`src/sv/ipub_pkg.sv`:
```
`default_nettype none

package ipub_pkg;

	// Default limit on the size of one built packet, header included.
	localparam int unsigned MAX_PACKET_BYTES = 2048;

	// Header geometry.
	localparam int unsigned HDR_BYTES = 28;
	localparam int unsigned UDP_HDR_BYTES = 8;

	// Fixed header field values.
	localparam logic [7:0] IP_VER_IHL = 8'h45;
	localparam logic [15:0] IP_FLAGS_DF = 16'h4000;
	localparam logic [7:0] IP_TTL = 8'd64;
	localparam logic [7:0] IP_PROTO_UDP = 8'd17;
	localparam logic [15:0] CSUM_ZERO_SUBST = 16'hFFFF;

	// Sum of the constant words of the IPv4 header: version/IHL, flags and TTL/protocol.
	// It stays below 2^16, so no carry has to be folded back in.
	localparam logic [15:0] IP_FIXED_SUM = {IP_VER_IHL, 8'h00} + IP_FLAGS_DF
		+ {IP_TTL, IP_PROTO_UDP};

	// Widths of the values that travel from the front part to the back part.
	localparam int unsigned CNT_W = 16;
	localparam int unsigned OFF_W = 11;
	localparam int unsigned STEP_W = 5;

	// Depth of the queue between the front part and the back part.
	localparam int unsigned QUEUE_DEPTH = 4;

	// Configuration register indexes.
	localparam int unsigned CFG_IDX_W = 8;
	localparam logic [CFG_IDX_W-1:0] CFG_SOURCE_ADDRESS = 8'd0;
	localparam logic [CFG_IDX_W-1:0] CFG_DESTINATION_ADDRESS = 8'd1;
	localparam logic [CFG_IDX_W-1:0] CFG_SRC_PORT = 8'd2;
	localparam logic [CFG_IDX_W-1:0] CFG_DST_PORT = 8'd3;

	typedef struct packed {
		logic [31:0] source_address;
		logic [31:0] destination_address;
		logic [15:0] src_port;
		logic [15:0] dst_port;
	} cfg_t;

	// One unit of work for the back part: an optional payload byte, then an
	// optional end of packet (header or error).
	typedef struct packed {
		logic             has_byte;
		logic [7:0]       data;
		logic [OFF_W-1:0] offset;
		logic             has_end;
		logic             err;
		logic [15:0]      ident;
		logic [CNT_W-1:0] count;
		logic [15:0]      sum;
	} entry_t;

	// Ones'-complement addition with end-around carry.
	function automatic logic [15:0] ones_add(input logic [15:0] a, input logic [15:0] b);
		logic [16:0] s;
		s = {1'b0, a} + {1'b0, b};
		return s[15:0] + {15'b0, s[16]};
	endfunction

endpackage

`default_nettype wire

```
`src/sv/ipub_front.sv`:
```
`default_nettype none

module ipub_front #(
	parameter int unsigned MAX_PACKET_BYTES = ipub_pkg::MAX_PACKET_BYTES
) (
	input  wire logic            clk,
	input  wire logic            arst_n,
	input  wire logic            accept,
	input  wire logic [7:0]      data_byte,
	input  wire logic            byte_valid,
	input  wire logic            last,
	input  wire logic [15:0]     identification,
	output ipub_pkg::entry_t     entry,
	output logic                 entry_push
);

	localparam int unsigned LIMIT = MAX_PACKET_BYTES - ipub_pkg::HDR_BYTES;
	localparam int unsigned CW = (LIMIT > 1) ? $clog2(LIMIT + 1) : 1;
	localparam int unsigned CNT_W = ipub_pkg::CNT_W;

	logic [CW-1:0]    count_q;
	logic [15:0]      sum_q;
	logic [15:0]      ident_q;
	logic             ovf_q;
	logic             in_packet_q;

	logic             active;
	logic             room;
	logic             take;
	logic             ovf_set;
	logic [15:0]      ident_eff;
	logic [15:0]      byte_word;
	logic [15:0]      sum_next;
	logic [CW-1:0]    count_after;
	logic [CNT_W-1:0] offset_full;

	always_comb begin
		active = byte_valid | last;
		room = count_q < CW'(LIMIT);
		take = byte_valid & ~ovf_q & room;
		ovf_set = byte_valid & ~ovf_q & ~room;
		ident_eff = in_packet_q ? ident_q : identification;
		// Even payload positions are the high byte of a big-endian word.
		byte_word = count_q[0] ? {8'h00, data_byte} : {data_byte, 8'h00};
		sum_next = take ? ipub_pkg::ones_add(sum_q, byte_word) : sum_q;
		count_after = take ? count_q + 1'b1 : count_q;
		offset_full = CNT_W'(count_q) + CNT_W'(ipub_pkg::HDR_BYTES);

		entry.has_byte = take;
		entry.data = data_byte;
		entry.offset = offset_full[ipub_pkg::OFF_W-1:0];
		entry.has_end = last;
		entry.err = ovf_q | ovf_set;
		entry.ident = ident_eff;
		entry.count = CNT_W'(count_after);
		entry.sum = sum_next;

		entry_push = accept & (take | last);
	end

	always_ff @(posedge clk or negedge arst_n) begin
		if (!arst_n) begin
			count_q <= '0;
			sum_q <= '0;
			ident_q <= '0;
			ovf_q <= 1'b0;
			in_packet_q <= 1'b0;
		end else if (accept && active) begin
			if (last) begin
				count_q <= '0;
				sum_q <= '0;
				ident_q <= '0;
				ovf_q <= 1'b0;
				in_packet_q <= 1'b0;
			end else begin
				count_q <= count_after;
				sum_q <= sum_next;
				ident_q <= ident_eff;
				ovf_q <= ovf_q | ovf_set;
				in_packet_q <= 1'b1;
			end
		end
	end

endmodule

`default_nettype wire

```
`src/sv/ipub_queue.sv`:
```
`default_nettype none

module ipub_queue (
	input  wire logic             clk,
	input  wire logic             arst_n,
	input  wire logic             wr,
	input  wire ipub_pkg::entry_t wr_entry,
	input  wire logic             rd,
	output ipub_pkg::entry_t      rd_entry,
	output logic                  full,
	output logic                  nonempty
);

	localparam int unsigned DEPTH = ipub_pkg::QUEUE_DEPTH;
	localparam int unsigned AW = $clog2(DEPTH);

	ipub_pkg::entry_t mem_q [DEPTH];
	logic [AW-1:0]    wr_ptr_q;
	logic [AW-1:0]    rd_ptr_q;
	logic [AW:0]      count_q;

	assign rd_entry = mem_q[rd_ptr_q];
	assign full = count_q == (AW+1)'(DEPTH);
	assign nonempty = count_q != '0;

	always_ff @(posedge clk) begin
		if (wr) begin
			mem_q[wr_ptr_q] <= wr_entry;
		end
	end

	always_ff @(posedge clk or negedge arst_n) begin
		if (!arst_n) begin
			wr_ptr_q <= '0;
			rd_ptr_q <= '0;
			count_q <= '0;
		end else begin
			if (wr) begin
				wr_ptr_q <= wr_ptr_q + 1'b1;
			end
			if (rd) begin
				rd_ptr_q <= rd_ptr_q + 1'b1;
			end
			if (wr && !rd) begin
				count_q <= count_q + 1'b1;
			end else if (rd && !wr) begin
				count_q <= count_q - 1'b1;
			end
		end
	end

endmodule

`default_nettype wire

```
`src/sv/ipub_back.sv`:
```
`default_nettype none

module ipub_back (
	input  wire logic                         clk,
	input  wire logic                         arst_n,
	input  wire ipub_pkg::cfg_t               cfg,
	input  wire ipub_pkg::entry_t             entry,
	input  wire logic                         avail,
	output logic                              take,
	output logic                              empty,
	input  wire logic                         pop,
	output logic [ipub_pkg::OFF_W-1:0]        byte_offset,
	output logic [7:0]                        byte_value,
	output logic                              packet_done,
	output logic                              too_long
);

	localparam int unsigned STEP_W = ipub_pkg::STEP_W;
	localparam int unsigned OFF_W = ipub_pkg::OFF_W;
	localparam int unsigned CNT_W = ipub_pkg::CNT_W;
	localparam logic [STEP_W-1:0] LAST_STEP = STEP_W'(ipub_pkg::HDR_BYTES - 1);

	logic              busy_q;
	logic              byte_pend_q;
	logic              end_pend_q;
	logic              err_q;
	logic [7:0]        data_q;
	logic [OFF_W-1:0]  offset_q;
	logic [15:0]       ident_q;
	logic [15:0]       total_q;
	logic [15:0]       ulen_q;
	logic [STEP_W-1:0] step_q;
	logic [15:0]       ip_acc_q;
	logic [15:0]       udp_acc_q;

	logic              out_valid_q;
	logic [OFF_W-1:0]  out_offset_q;
	logic [7:0]        out_value_q;
	logic              out_done_q;
	logic              out_err_q;

	logic              slot;
	logic              emit;
	logic              last_step;
	logic              fin;
	logic [15:0]       ip_term;
	logic [15:0]       udp_term;
	logic [15:0]       ipck;
	logic [15:0]       udck_raw;
	logic [15:0]       udck;
	logic [7:0]        hdr_byte;
	logic [CNT_W-1:0]  total_full;
	logic [CNT_W-1:0]  ulen_full;

	always_comb begin
		slot = ~out_valid_q | pop;
		emit = busy_q & slot;
		last_step = step_q == LAST_STEP;
		fin = emit & (byte_pend_q ? ~end_pend_q : (err_q | last_step));
		take = avail & (~busy_q | fin);

		total_full = entry.count + CNT_W'(ipub_pkg::HDR_BYTES);
		ulen_full = entry.count + CNT_W'(ipub_pkg::UDP_HDR_BYTES);

		case (step_q)
			5'd0:    ip_term = total_q;
			5'd1:    ip_term = ident_q;
			5'd2:    ip_term = cfg.source_address[31:16];
			5'd3:    ip_term = cfg.source_address[15:0];
			5'd4:    ip_term = cfg.destination_address[31:16];
			5'd5:    ip_term = cfg.destination_address[15:0];
			default: ip_term = 16'h0000;
		endcase

		case (step_q)
			5'd0:    udp_term = cfg.source_address[31:16];
			5'd1:    udp_term = cfg.source_address[15:0];
			5'd2:    udp_term = cfg.destination_address[31:16];
			5'd3:    udp_term = cfg.destination_address[15:0];
			5'd4:    udp_term = {8'h00, ipub_pkg::IP_PROTO_UDP};
			5'd5:    udp_term = ulen_q;
			5'd6:    udp_term = ulen_q;
			5'd7:    udp_term = cfg.src_port;
			5'd8:    udp_term = cfg.dst_port;
			default: udp_term = 16'h0000;
		endcase

		ipck = ~ip_acc_q;
		udck_raw = ~udp_acc_q;
		udck = (udck_raw == 16'h0000) ? ipub_pkg::CSUM_ZERO_SUBST : udck_raw;

		case (step_q)
			5'd0:    hdr_byte = ipub_pkg::IP_VER_IHL;
			5'd1:    hdr_byte = 8'h00;
			5'd2:    hdr_byte = total_q[15:8];
			5'd3:    hdr_byte = total_q[7:0];
			5'd4:    hdr_byte = ident_q[15:8];
			5'd5:    hdr_byte = ident_q[7:0];
			5'd6:    hdr_byte = ipub_pkg::IP_FLAGS_DF[15:8];
			5'd7:    hdr_byte = ipub_pkg::IP_FLAGS_DF[7:0];
			5'd8:    hdr_byte = ipub_pkg::IP_TTL;
			5'd9:    hdr_byte = ipub_pkg::IP_PROTO_UDP;
			5'd10:   hdr_byte = ipck[15:8];
			5'd11:   hdr_byte = ipck[7:0];
			5'd12:   hdr_byte = cfg.source_address[31:24];
			5'd13:   hdr_byte = cfg.source_address[23:16];
			5'd14:   hdr_byte = cfg.source_address[15:8];
			5'd15:   hdr_byte = cfg.source_address[7:0];
			5'd16:   hdr_byte = cfg.destination_address[31:24];
			5'd17:   hdr_byte = cfg.destination_address[23:16];
			5'd18:   hdr_byte = cfg.destination_address[15:8];
			5'd19:   hdr_byte = cfg.destination_address[7:0];
			5'd20:   hdr_byte = cfg.src_port[15:8];
			5'd21:   hdr_byte = cfg.src_port[7:0];
			5'd22:   hdr_byte = cfg.dst_port[15:8];
			5'd23:   hdr_byte = cfg.dst_port[7:0];
			5'd24:   hdr_byte = ulen_q[15:8];
			5'd25:   hdr_byte = ulen_q[7:0];
			5'd26:   hdr_byte = udck[15:8];
			5'd27:   hdr_byte = udck[7:0];
			default: hdr_byte = 8'h00;
		endcase
	end

	// Sequencer control.
	always_ff @(posedge clk or negedge arst_n) begin
		if (!arst_n) begin
			busy_q <= 1'b0;
			byte_pend_q <= 1'b0;
			end_pend_q <= 1'b0;
			step_q <= '0;
		end else if (take) begin
			busy_q <= 1'b1;
			byte_pend_q <= entry.has_byte;
			end_pend_q <= entry.has_end;
			step_q <= '0;
		end else if (emit) begin
			if (byte_pend_q) begin
				byte_pend_q <= 1'b0;
				if (!end_pend_q) begin
					busy_q <= 1'b0;
				end
			end else if (err_q || last_step) begin
				busy_q <= 1'b0;
				end_pend_q <= 1'b0;
			end else begin
				step_q <= step_q + 1'b1;
			end
		end
	end

	// Work registers of the entry in progress; the checksums fold in one word
	// per header byte sent.
	always_ff @(posedge clk) begin
		if (take) begin
			err_q <= entry.err;
			data_q <= entry.data;
			offset_q <= entry.offset;
			ident_q <= entry.ident;
			total_q <= total_full[15:0];
			ulen_q <= ulen_full[15:0];
			ip_acc_q <= ipub_pkg::IP_FIXED_SUM;
			udp_acc_q <= entry.sum;
		end else if (emit && !byte_pend_q) begin
			ip_acc_q <= ipub_pkg::ones_add(ip_acc_q, ip_term);
			udp_acc_q <= ipub_pkg::ones_add(udp_acc_q, udp_term);
		end
	end

	// Output register.
	always_ff @(posedge clk or negedge arst_n) begin
		if (!arst_n) begin
			out_valid_q <= 1'b0;
		end else if (emit) begin
			out_valid_q <= 1'b1;
		end else if (pop) begin
			out_valid_q <= 1'b0;
		end
	end

	always_ff @(posedge clk) begin
		if (emit) begin
			if (byte_pend_q) begin
				out_offset_q <= offset_q;
				out_value_q <= data_q;
				out_done_q <= 1'b0;
				out_err_q <= 1'b0;
			end else if (err_q) begin
				out_offset_q <= '0;
				out_value_q <= 8'h00;
				out_done_q <= 1'b1;
				out_err_q <= 1'b1;
			end else begin
				out_offset_q <= OFF_W'(step_q);
				out_value_q <= hdr_byte;
				out_done_q <= last_step;
				out_err_q <= 1'b0;
			end
		end
	end

	assign empty = ~out_valid_q;
	assign byte_offset = out_offset_q;
	assign byte_value = out_value_q;
	assign packet_done = out_done_q;
	assign too_long = out_err_q;

endmodule

`default_nettype wire

```
`src/sv/ipv4_udp_packet_builder.sv`:
```
// IPv4/UDP packet builder.
// Input channel (push/full): one transaction per payload byte, with byte_valid, last and the
// packet's identification (taken from the first transaction of a packet). A transaction with
// byte_valid and last both low is accepted and ignored; byte_valid low with last high ends a
// packet without adding a byte of its own.
// Result channel (empty/pop): the oldest result waits on byte_offset, byte_value, packet_done
// and too_long while empty is low. Each payload byte comes out with offset 28 plus its payload
// position. After the last payload byte the 28 header bytes follow in offset order 0..27, the
// final one carrying packet_done. A packet that outgrows MAX_PACKET_BYTES loses its surplus
// bytes and ends with a single result carrying packet_done and too_long; it must be discarded.
// Configuration: cfg_valid/cfg_ready (always ready) writes the addresses and ports by index;
// write them only while no packet is in flight.
// A payload byte passes through the queue, the sequencer's work registers and the output register.
// Throughput: one payload byte per cycle while full and pop allow it. Each header leaves the
// output stage one byte per cycle while pop keeps up, with the checksums folded in one word per
// cycle alongside; a four-entry queue between the input side and the output sequencer lets input
// continue meanwhile, and full rises once it fills.
// When pop stays low the output register holds, the sequencer waits and the queue fills,
// after which full holds off the sender. Reset empties the queue and the output, clears the
// packet state and sets all configuration registers to zero.
`default_nettype none

module ipv4_udp_packet_builder #(
	parameter int unsigned MAX_PACKET_BYTES = ipub_pkg::MAX_PACKET_BYTES
) (
	input  wire logic                              clk,
	input  wire logic                              arst_n,

	input  wire logic                              push,
	output logic                                   full,
	input  wire logic [7:0]                        data_byte,
	input  wire logic                              byte_valid,
	input  wire logic                              last,
	input  wire logic [15:0]                       identification,

	output logic                                   empty,
	input  wire logic                              pop,
	output logic [ipub_pkg::OFF_W-1:0]             byte_offset,
	output logic [7:0]                             byte_value,
	output logic                                   packet_done,
	output logic                                   too_long,

	input  wire logic                              cfg_valid,
	output logic                                   cfg_ready,
	input  wire logic [ipub_pkg::CFG_IDX_W-1:0]    cfg_index,
	input  wire logic [31:0]                       cfg_data
);

	ipub_pkg::cfg_t   cfg_q;
	ipub_pkg::entry_t front_entry;
	ipub_pkg::entry_t queue_entry;
	logic             accept;
	logic             entry_push;
	logic             queue_nonempty;
	logic             queue_take;

	// The register file takes a write on every cycle.
	assign cfg_ready = 1'b1;

	always_ff @(posedge clk or negedge arst_n) begin
		if (!arst_n) begin
			cfg_q <= '0;
		end else if (cfg_valid) begin
			case (cfg_index)
				ipub_pkg::CFG_SOURCE_ADDRESS: begin
					cfg_q.source_address <= cfg_data;
				end
				ipub_pkg::CFG_DESTINATION_ADDRESS: begin
					cfg_q.destination_address <= cfg_data;
				end
				ipub_pkg::CFG_SRC_PORT: begin
					cfg_q.src_port <= cfg_data[15:0];
				end
				ipub_pkg::CFG_DST_PORT: begin
					cfg_q.dst_port <= cfg_data[15:0];
				end
				default: begin
				end
			endcase
		end
	end

	// An input transaction completes whenever the queue has room; transactions
	// that produce no work are simply dropped by the front part.
	assign accept = push & ~full;

	ipub_front #(
		.MAX_PACKET_BYTES(MAX_PACKET_BYTES)
	) u_front (
		.clk           (clk),
		.arst_n        (arst_n),
		.accept        (accept),
		.data_byte     (data_byte),
		.byte_valid    (byte_valid),
		.last          (last),
		.identification(identification),
		.entry         (front_entry),
		.entry_push    (entry_push)
	);

	ipub_queue u_queue (
		.clk     (clk),
		.arst_n  (arst_n),
		.wr      (entry_push),
		.wr_entry(front_entry),
		.rd      (queue_take),
		.rd_entry(queue_entry),
		.full    (full),
		.nonempty(queue_nonempty)
	);

	ipub_back u_back (
		.clk        (clk),
		.arst_n     (arst_n),
		.cfg        (cfg_q),
		.entry      (queue_entry),
		.avail      (queue_nonempty),
		.take       (queue_take),
		.empty      (empty),
		.pop        (pop),
		.byte_offset(byte_offset),
		.byte_value (byte_value),
		.packet_done(packet_done),
		.too_long   (too_long)
	);

endmodule

`default_nettype wire

```
`config.mk`:
```
export PLATFORM = sky130hd
export DESIGN_NAME = ipv4_udp_packet_builder
export DESIGN_NICKNAME = d
export VERILOG_FILES = /design/src/sv/ipub_pkg.sv /design/src/sv/ipub_front.sv /design/src/sv/ipub_queue.sv /design/src/sv/ipub_back.sv /design/src/sv/ipv4_udp_packet_builder.sv
export SDC_FILE = /design/constraint.sdc
export NUM_CORES = 1
export LEC_CHECK = 0
export BUFFER_PORTS_ARGS = -buffer_cell sky130_fd_sc_hd__buf_2
export CAP_MARGIN = 5
export CORE_MARGIN = 3
export CORE_UTILIZATION = 40
export CTS_BUF_LIST = sky130_fd_sc_hd__clkbuf_16
export CTS_CLUSTER_DIAMETER = 150
export DETAILED_ROUTE_END_ITERATION = 16
export SLEW_MARGIN = 25
export SYNTH_ARGS = -nofsm -noshare
export SYNTH_HDL_FRONTEND = slang
export SYNTH_SLANG_ARGS = --single-unit
```
`constraint.sdc`:
```
create_clock -name clk -period 6.35 [get_ports clk]
set_clock_uncertainty 0.2 [all_clocks]
set_input_delay 0.3175 -clock clk [delete_from_list [all_inputs] [get_ports clk]]
set_output_delay 0.3175 -clock clk [all_outputs]
set_load 0.1 [all_outputs]
```
; ---- Word level (Yosys, flattened, before mapping)
; Memories as Yosys holds them, arrays and structs flattened.
; Index checks and enable logic that the tools add are counted.
[totals]
regBits = 278
latch_bits = 0
ram_bits = 260
rom_bits = 0
out_inout_bits = 24
elab_cells = 171
n_memories = 1
[op_classes]
addsub = 15
mul = 0
div = 0
order_cmp = 1
n_eq_ne = 34
shifts = 0
mux = 42
bitwise_logic = 22
reduce_logical = 27
[mem_list]
columns = memory, depth, word_bits, rd, rd_ports_with_merged_regs, wr, line
row1 = u_queue.mem_q, 4, 65, 1, 0, 1, ipub_queue.sv:17  ; ipub_pkg::entry_t mem_q [DEPTH];
[ops]
columns = cell, n
row1 = $pmux 8 s25, 1
row2 = $mux 16, 8
row3 = $pmux 16 s8, 1
row4 = $pmux 16 s6, 1
row5 = $eq 5x5->1 const B, 12
row6 = $add 16x16->17, 3
row7 = $add 16x1->16, 3
row8 = $eq 5x4->1 const B, 8
row9 = $mux 11, 3
row10 = $not 16->16, 2
row11 = $mux 5, 5
row12 = $eq 5x3->1 const B, 4
row13 = $mux 1, 19
row14 = $add 16x4->16 const B, 1
row15 = $add 16x5->16 const B, 1
row16 = $eq 8x2->1 const B, 2
row17 = $logic_not 16->1, 1
row18 = $mux 8, 2
row19 = $add 11x1->11 const B, 1
row20 = $add 11x5->11 const B, 1
row21 = $lt 11x11->1 const B, 1
row22 = $eq 5x2->1 const B, 2
row23 = $reduce_bool 2->1, 5
row24 = $reduce_and 3->1, 3
row25 = other kinds (21), 51

; ---- Logic depth before layout (Yosys ltp)
[depth]
depth_word = 9
ltp_mapped = 30
depth_no_buf = 27

; ---- By module
; Synthesis repeated with hierarchy kept, for this count alone.
[unflattened]
hier_cells = 2105
area_unflattened_um2 = 27591.5
[modules_own_cells]
columns = mod, instances, cells_each, area_per_inst_um2, seq_area_each_um2
row1 = ipub_queue, 1, 400, 10573.9, 8583.2
row2 = ipub_back, 1, 1018, 9507.9, 3638.5
row3 = ipub_front, 1, 476, 3833.7, 1126.1
row4 = ipv4_udp_packet_builder, 1, 211, 3676.0, 2402.3

; ---- Least setup slack after synthesis
; Ideal clock, no wire load.
[synth_path]
kind = reg2reg
start = register u_back.step_q[0]
end = register u_back.ip_acc_q[15]
setup_ps = 131
arrival_time_ps = 5079
t_required_ps = 6019
path_slack_ps = 940
path_stages_with_launch = 31
synth_period_minus_slack_ps = 5410
cell_sequence = dfrtp_1 -> inv_1 -> ha_1 -> clkbuf_1 -> nand2_1 -> nor2_1 -> clkbuf_1 -> clkbuf_1 -> a22oi_1 -> nand3_1 -> ha_1 -> inv_1 -> fa_1 -> nor2b_1 -> o21ai_1 -> a211o_1 -> and2_1 -> o21ai_2 -> a21o_1 -> a21oi_1 -> nor2_1 -> o21ai_0 -> nand2b_1 -> ha_1 -> and3_1 -> nand3_1 -> and4b_1 -> nand4_1 -> nor2_1 -> xnor2_1 -> o21ai_0
[synth_between]
elab_chain_cells = 6
word_cells_on_any_way = 15
classes_between = add/sub: 2 / eq/ne: 6 / mux: 2 / bitwise: 4 / reduce/logical: 1
[synth_lines]
columns = element, line
row1 = start: declaration, ipub_back.sv:32  ; logic [STEP_W-1:0] step_q;
row2 = start signal: assignment, ipub_back.sv:147  ; step_q <= step_q + 1'b1;
row3 = branches (longest 6 deep; another with $add 16x16->17), --
row4 = end signal: assignment, ipub_back.sv:162  ; ip_acc_q <= ipub_pkg::IP_FIXED_SUM;
row5 = end signal: assignment, ipub_back.sv:165  ; ip_acc_q <= ipub_pkg::ones_add(ip_acc_q, ip_term);
row6 = end: declaration, ipub_back.sv:33  ; logic [15:0] ip_acc_q;
; Several ways; the timed one is not identified.
; A chain may end at the register's enable or synchronous reset.

; ---- Worst setup path in the final report
[layout_path]
start = register u_back.step_q[1]
end = register u_back.udp_acc_q[12] (data pin)
[layout_between]
elab_chain_cells = 7
word_cells_on_any_way = 21
classes_between = add/sub: 2 / eq/ne: 9 / mux: 4 / bitwise: 4 / reduce/logical: 2
[layout_lines]
columns = element, line
row1 = $eq 5x3->1 / $eq 5x5->1 (equally long branches), "ipub_back.sv:75, ipub_back.sv:58"
row2 = $reduce_or 2->1 (no source line) / $or 1x1->1 (equally long branches), --
row3 = $pmux 16 s8 / $mux 1 (equally long branches), "ipub_back.sv:75, ipub_back.sv:59"
row4 = $add 16x16->17 / $and 1x1->1 (equally long branches), "ipub_pkg.sv:62, ipub_back.sv:59"
row5 = $add 16x1->16 / $or 1x1->1 (equally long branches), "ipub_pkg.sv:63, ipub_back.sv:60"
row6 = $mux 16 / $and 1x1->1 (equally long branches), "ipub_back.sv:164, ipub_back.sv:60"
row7 = $mux 16 *, ipub_back.sv:155  ; if (take) begin
row8 = end signal: assignment, ipub_back.sv:163  ; udp_acc_q <= entry.sum;
row9 = end signal: assignment, ipub_back.sv:166  ; udp_acc_q <= ipub_pkg::ones_add(udp_acc_q, udp_term);
row10 = end: declaration, ipub_back.sv:34  ; logic [15:0] udp_acc_q;
; Every way passes the cells marked *; elsewhere a longest branch is shown, timed or not. The select of a mux whose other input is x is not followed.

==> flow_metrics.env <==
export IMPL_leakage_nw=11.4
export IMPL_grt_max_degree=76
export IMPL_num_vias=17600
export IMPL_yosys_warnings=0
export IMPL_rsz0062_at_grt="false"
export IMPL_cts_htree_levels=2
export IMPL_syn_area_sq_um=25700
export IMPL_first_iter_violations=1829
export IMPL_ctsResizeCount=0
export IMPL_hp_class="input pin to asynchronous set/reset pin"
export IMPL_dieArea_sq_um=67300
export IMPL_clkTransAtPathRegs_ns=0.06
export IMPL_antenna_left=0
export IMPL_synth_cell_types=85
export IMPL_wl_per_cell_microns=26.0
export IMPL_start_kind="flip-flop"
export IMPL_maxSlewViolCount=0
export IMPL_synth_area_per_cell_sq_um=13.0
export IMPL_n_antenna_cell=0
export IMPL_max_freq_ghz=0.173
export IMPL_cts_tree="yes"
export IMPL_syn_inst=1975
export IMPL_fin_ws_ns=0.554
export IMPL_grt_pass1_vias=17500
export IMPL_synthArstFlopShare_pct=29.7
export IMPL_synthFlopType="edfxtp_1"
export IMPL_synth_net_count=2121
export IMPL_status="finished, final reports clean"
export IMPL_postCtsSetupBuffers=0
export IMPL_dr_pass1_iters=7
export IMPL_finalSetupTns_ns=0
export IMPL_drcViolationCount=0
export IMPL_layout_drive_gt1_share_pct=20.2
export IMPL_dp_hpwl_mm=56.6
export IMPL_cts_root_buf="clkbuf_16"
export IMPL_finalWeightedCongestion=0.952
export IMPL_grt_usage_pct=23.1
export IMPL_fin_crit_sh_pct=91.3
export IMPL_numCtsBuffers=55
export IMPL_arrival_ns=5.90
export IMPL_antenna_found_initial=0
export IMPL_powerDensity_nw_per_um2=482
export IMPL_holdBufCountCts=60
export IMPL_clk_latency_ns=0.61
export IMPL_crit_fanout=24
export IMPL_hold_viol=0
export IMPL_cp_required_ns=6.46
export IMPL_port_buffer_count=93
export IMPL_worst_pin_slew_ns=1.04
export IMPL_critPathKind="flip-flop to flip-flop"
export IMPL_via_per_inst=5.84
export IMPL_wirelength_mm=78.5
export IMPL_die_width_microns=259
export IMPL_post_place_ws_ns=0.651
export IMPL_io_pins=95
export IMPL_core_area_sq_um=63300
export IMPL_clockBufferDepth=3
export IMPL_relSlewSlack_pct=30.2
export IMPL_die_y_microns=259
export IMPL_cap_violations=0
export IMPL_r2r_cells=26
export IMPL_synth_seq_cells=528
export IMPL_overflow=0
export IMPL_setup_viol=0
export IMPL_start_util_pct=40.6
export IMPL_rows=92
export IMPL_final_nets=2270
export IMPL_ys_seq_area_share_pct=58.1
export IMPL_grt_pass1_wl_mm=116
export IMPL_ir_drop_mv=0.299
export IMPL_area_growth_pct=15.3
export IMPL_period_needed_ns=5.80
export IMPL_synth_edf_count=355
export IMPL_end_kind="flip-flop"
export IMPL_cts_sinks=528
[power by group]
| group | leakage [nW] | total, mW | switching (mW) | internal, mW |
|---|---|---|---|---|
| Sequential | 5.52 | 5.51 | 0.723 | 4.79 |
| Combinational | 4.91 | 5.44 | 3.45 | 2.00 |
| Clock | 0.947 | 3.31 | 1.35 | 1.95 |
| Total | 11.4 | 14.3 | 5.53 | 8.74 |
[layout make-up]
cell class | instances | area (sq um)
fillers | 5576 | 33700
well taps | 846 | 1060
clock inverters | 48 | 499
inverters | 38 | 149
repair buffers | 194 | 1380
clock buffers | 55 | 1380
multi-input cells | 1307 | 10200
flip-flops and latches | 528 | 14900
[layout by cell type, fill, tap and decap left out, drive strengths merged, types with 16 or more instances in the layout]
| cell type | netlist | layout |
|---|---|---|
| nor2 | 95 | 95 |
| clkbuf | 71 | 55 |
| nand2 | 170 | 170 |
| nor2b | 18 | 18 |
| a21o | 17 | 17 |
| edfxtp | 355 | 355 |
| nand2b | 26 | 26 |
| nor3 | 18 | 18 |
| xor2 | 50 | 50 |
| mux4 | 65 | 65 |
| ha | 71 | 71 |
| dfrtp | 157 | 157 |
| o21ai | 108 | 108 |
| clkinv | 1 | 24 |
| mux2 | 113 | 113 |
| dlygate4sd3 | 0 | 60 |
| and2 | 25 | 25 |
| a22o | 21 | 21 |
| nand4 | 25 | 25 |
| a21oi | 76 | 76 |
| dfxtp | 16 | 16 |
| a221oi | 17 | 17 |
| inv | 37 | 49 |
| a22oi | 99 | 99 |
| a222oi | 20 | 20 |
| buf | 31 | 134 |
| xnor2 | 65 | 65 |
| nand3 | 62 | 62 |
[logic make-up (layout without fill, tap and decap cells)]
kind of cell	after synthesis	after routing	share of synthesized area (%)
XOR/XNOR	115	115	3.95
adder cells (fa/ha/maj)	75	75	3.77
multiplexers	183	183	10.9
other	1	1	0.0146
flip-flops	528	528	58.1
buffers and inverters	140	335	2.20
AO/OA/AOI/OAI	445	445	11.8
AND/OR/NAND/NOR	488	488	9.34
[through the flow]
step | utilization, % | instances | power, mW | instance area, sq um | hold slack [ns]
floorplan | - | 1975 | 9.17 | 25700 | -0.178
global placement | 42.9 | 2853 | 10.9 | 27100 | 0.0676
detailed placement | 42.9 | 2853 | 11.0 | 27100 | 0.0804
CTS | 46.8 | 3016 | 14.3 | 29600 | 0.00157
global route | 46.8 | 3016 | 15.0 | 29600 | 0.0240
finish | 46.8 | 3016 | 14.3 | 29600 | 0.00333
[flip-flops by register name (all words and copies together), names as in the netlist, 2 cells and up]
register	count
u_queue.mem_q	260
u_queue.rd_ptr_q	2
u_front.sum_q	16
u_back.byte_offset	11
u_back.udp_acc_q	16
u_back.data_q	8
u_back.offset_q	11
cfg_q	96
u_back.step_q	5
u_queue.count_q	3
u_back.total_q	10
u_back.ulen_q	12
u_front.ident_q	16
u_back.byte_value	8
u_back.ident_q	16
u_front.count_q	11
u_back.ip_acc_q	16
u_queue.wr_ptr_q	2
[critical path, stage by stage, from the launching register on]
cell and delay, ns:
dfrtp_1 0.44, inv_1 0.10, ha_1 0.38, nand2_1 0.19, nor2_2 0.42, buf_4 0.41, a222oi_1 0.15, nand4_1 0.16
ha_1 0.23, fa_1 0.25, nand3_1 0.09, a31oi_1 0.28, o211ai_1 0.21, o211ai_1 0.26, o21a_1 0.14, nor2_1 0.05
nor2b_1 0.11, o21ai_0 0.08, nand2b_1 0.09, ha_1 0.17, ha_1 0.23, nand2_1 0.09, nor4_1 0.25, buf_4 0.18
nand3_1 0.11, xnor2_1 0.15, o21ai_0 0.08
[routing by layer]
layer	wire [microns]	global-route usage (%)
met2	36300	36.8
met4	2940	8.32
met3	4000	2.86
met5	0	0
met1	35200	32.6
[cells in the mapped netlist, drive strengths merged (17+ instances only)]
library cell	n	area, sq um
edfxtp	355	10700
nand2	170	638
dfrtp	157	3930
mux2	113	1270
o21ai	108	544
a22oi	99	743
nor2	95	369
a21oi	76	380
clkbuf	71	267
ha	71	888
mux4	65	1460
xnor2	65	577
nand3	62	315
xor2	50	438
inv	37	144
buf	31	151
nand2b	26	163
and2	25	156
nand4	25	156
a22o	21	184
a222oi	20	200
nor2b	18	113
nor3	18	106
a21o	17	128
a221oi	17	155
[final timing paths]
path	slack, ns	start	end
min in group clk	0.11	last	u_front.sum_q[14]$_DFFE_PN0P_
hold / removal	0.003	arst_n	u_back.out_valid_q$_DFFE_PN0P_
setup / recovery	0.55	u_back.step_q[1]$_DFFE_PN0P_	u_back.udp_acc_q[12]$_DFFE_PP_
hold reg to reg	0.28	u_front.ident_q[6]$_DFFE_PN0P_	u_front.ident_q[6]$_DFFE_PN0P_
setup reg to reg	0.55	u_back.step_q[1]$_DFFE_PN0P_	u_back.udp_acc_q[12]$_DFFE_PP_
max in group asynchronous	4.68	arst_n	u_front.ident_q[12]$_DFFE_PN0P_
No activity file was read; power rests on OpenSTA's default activity.
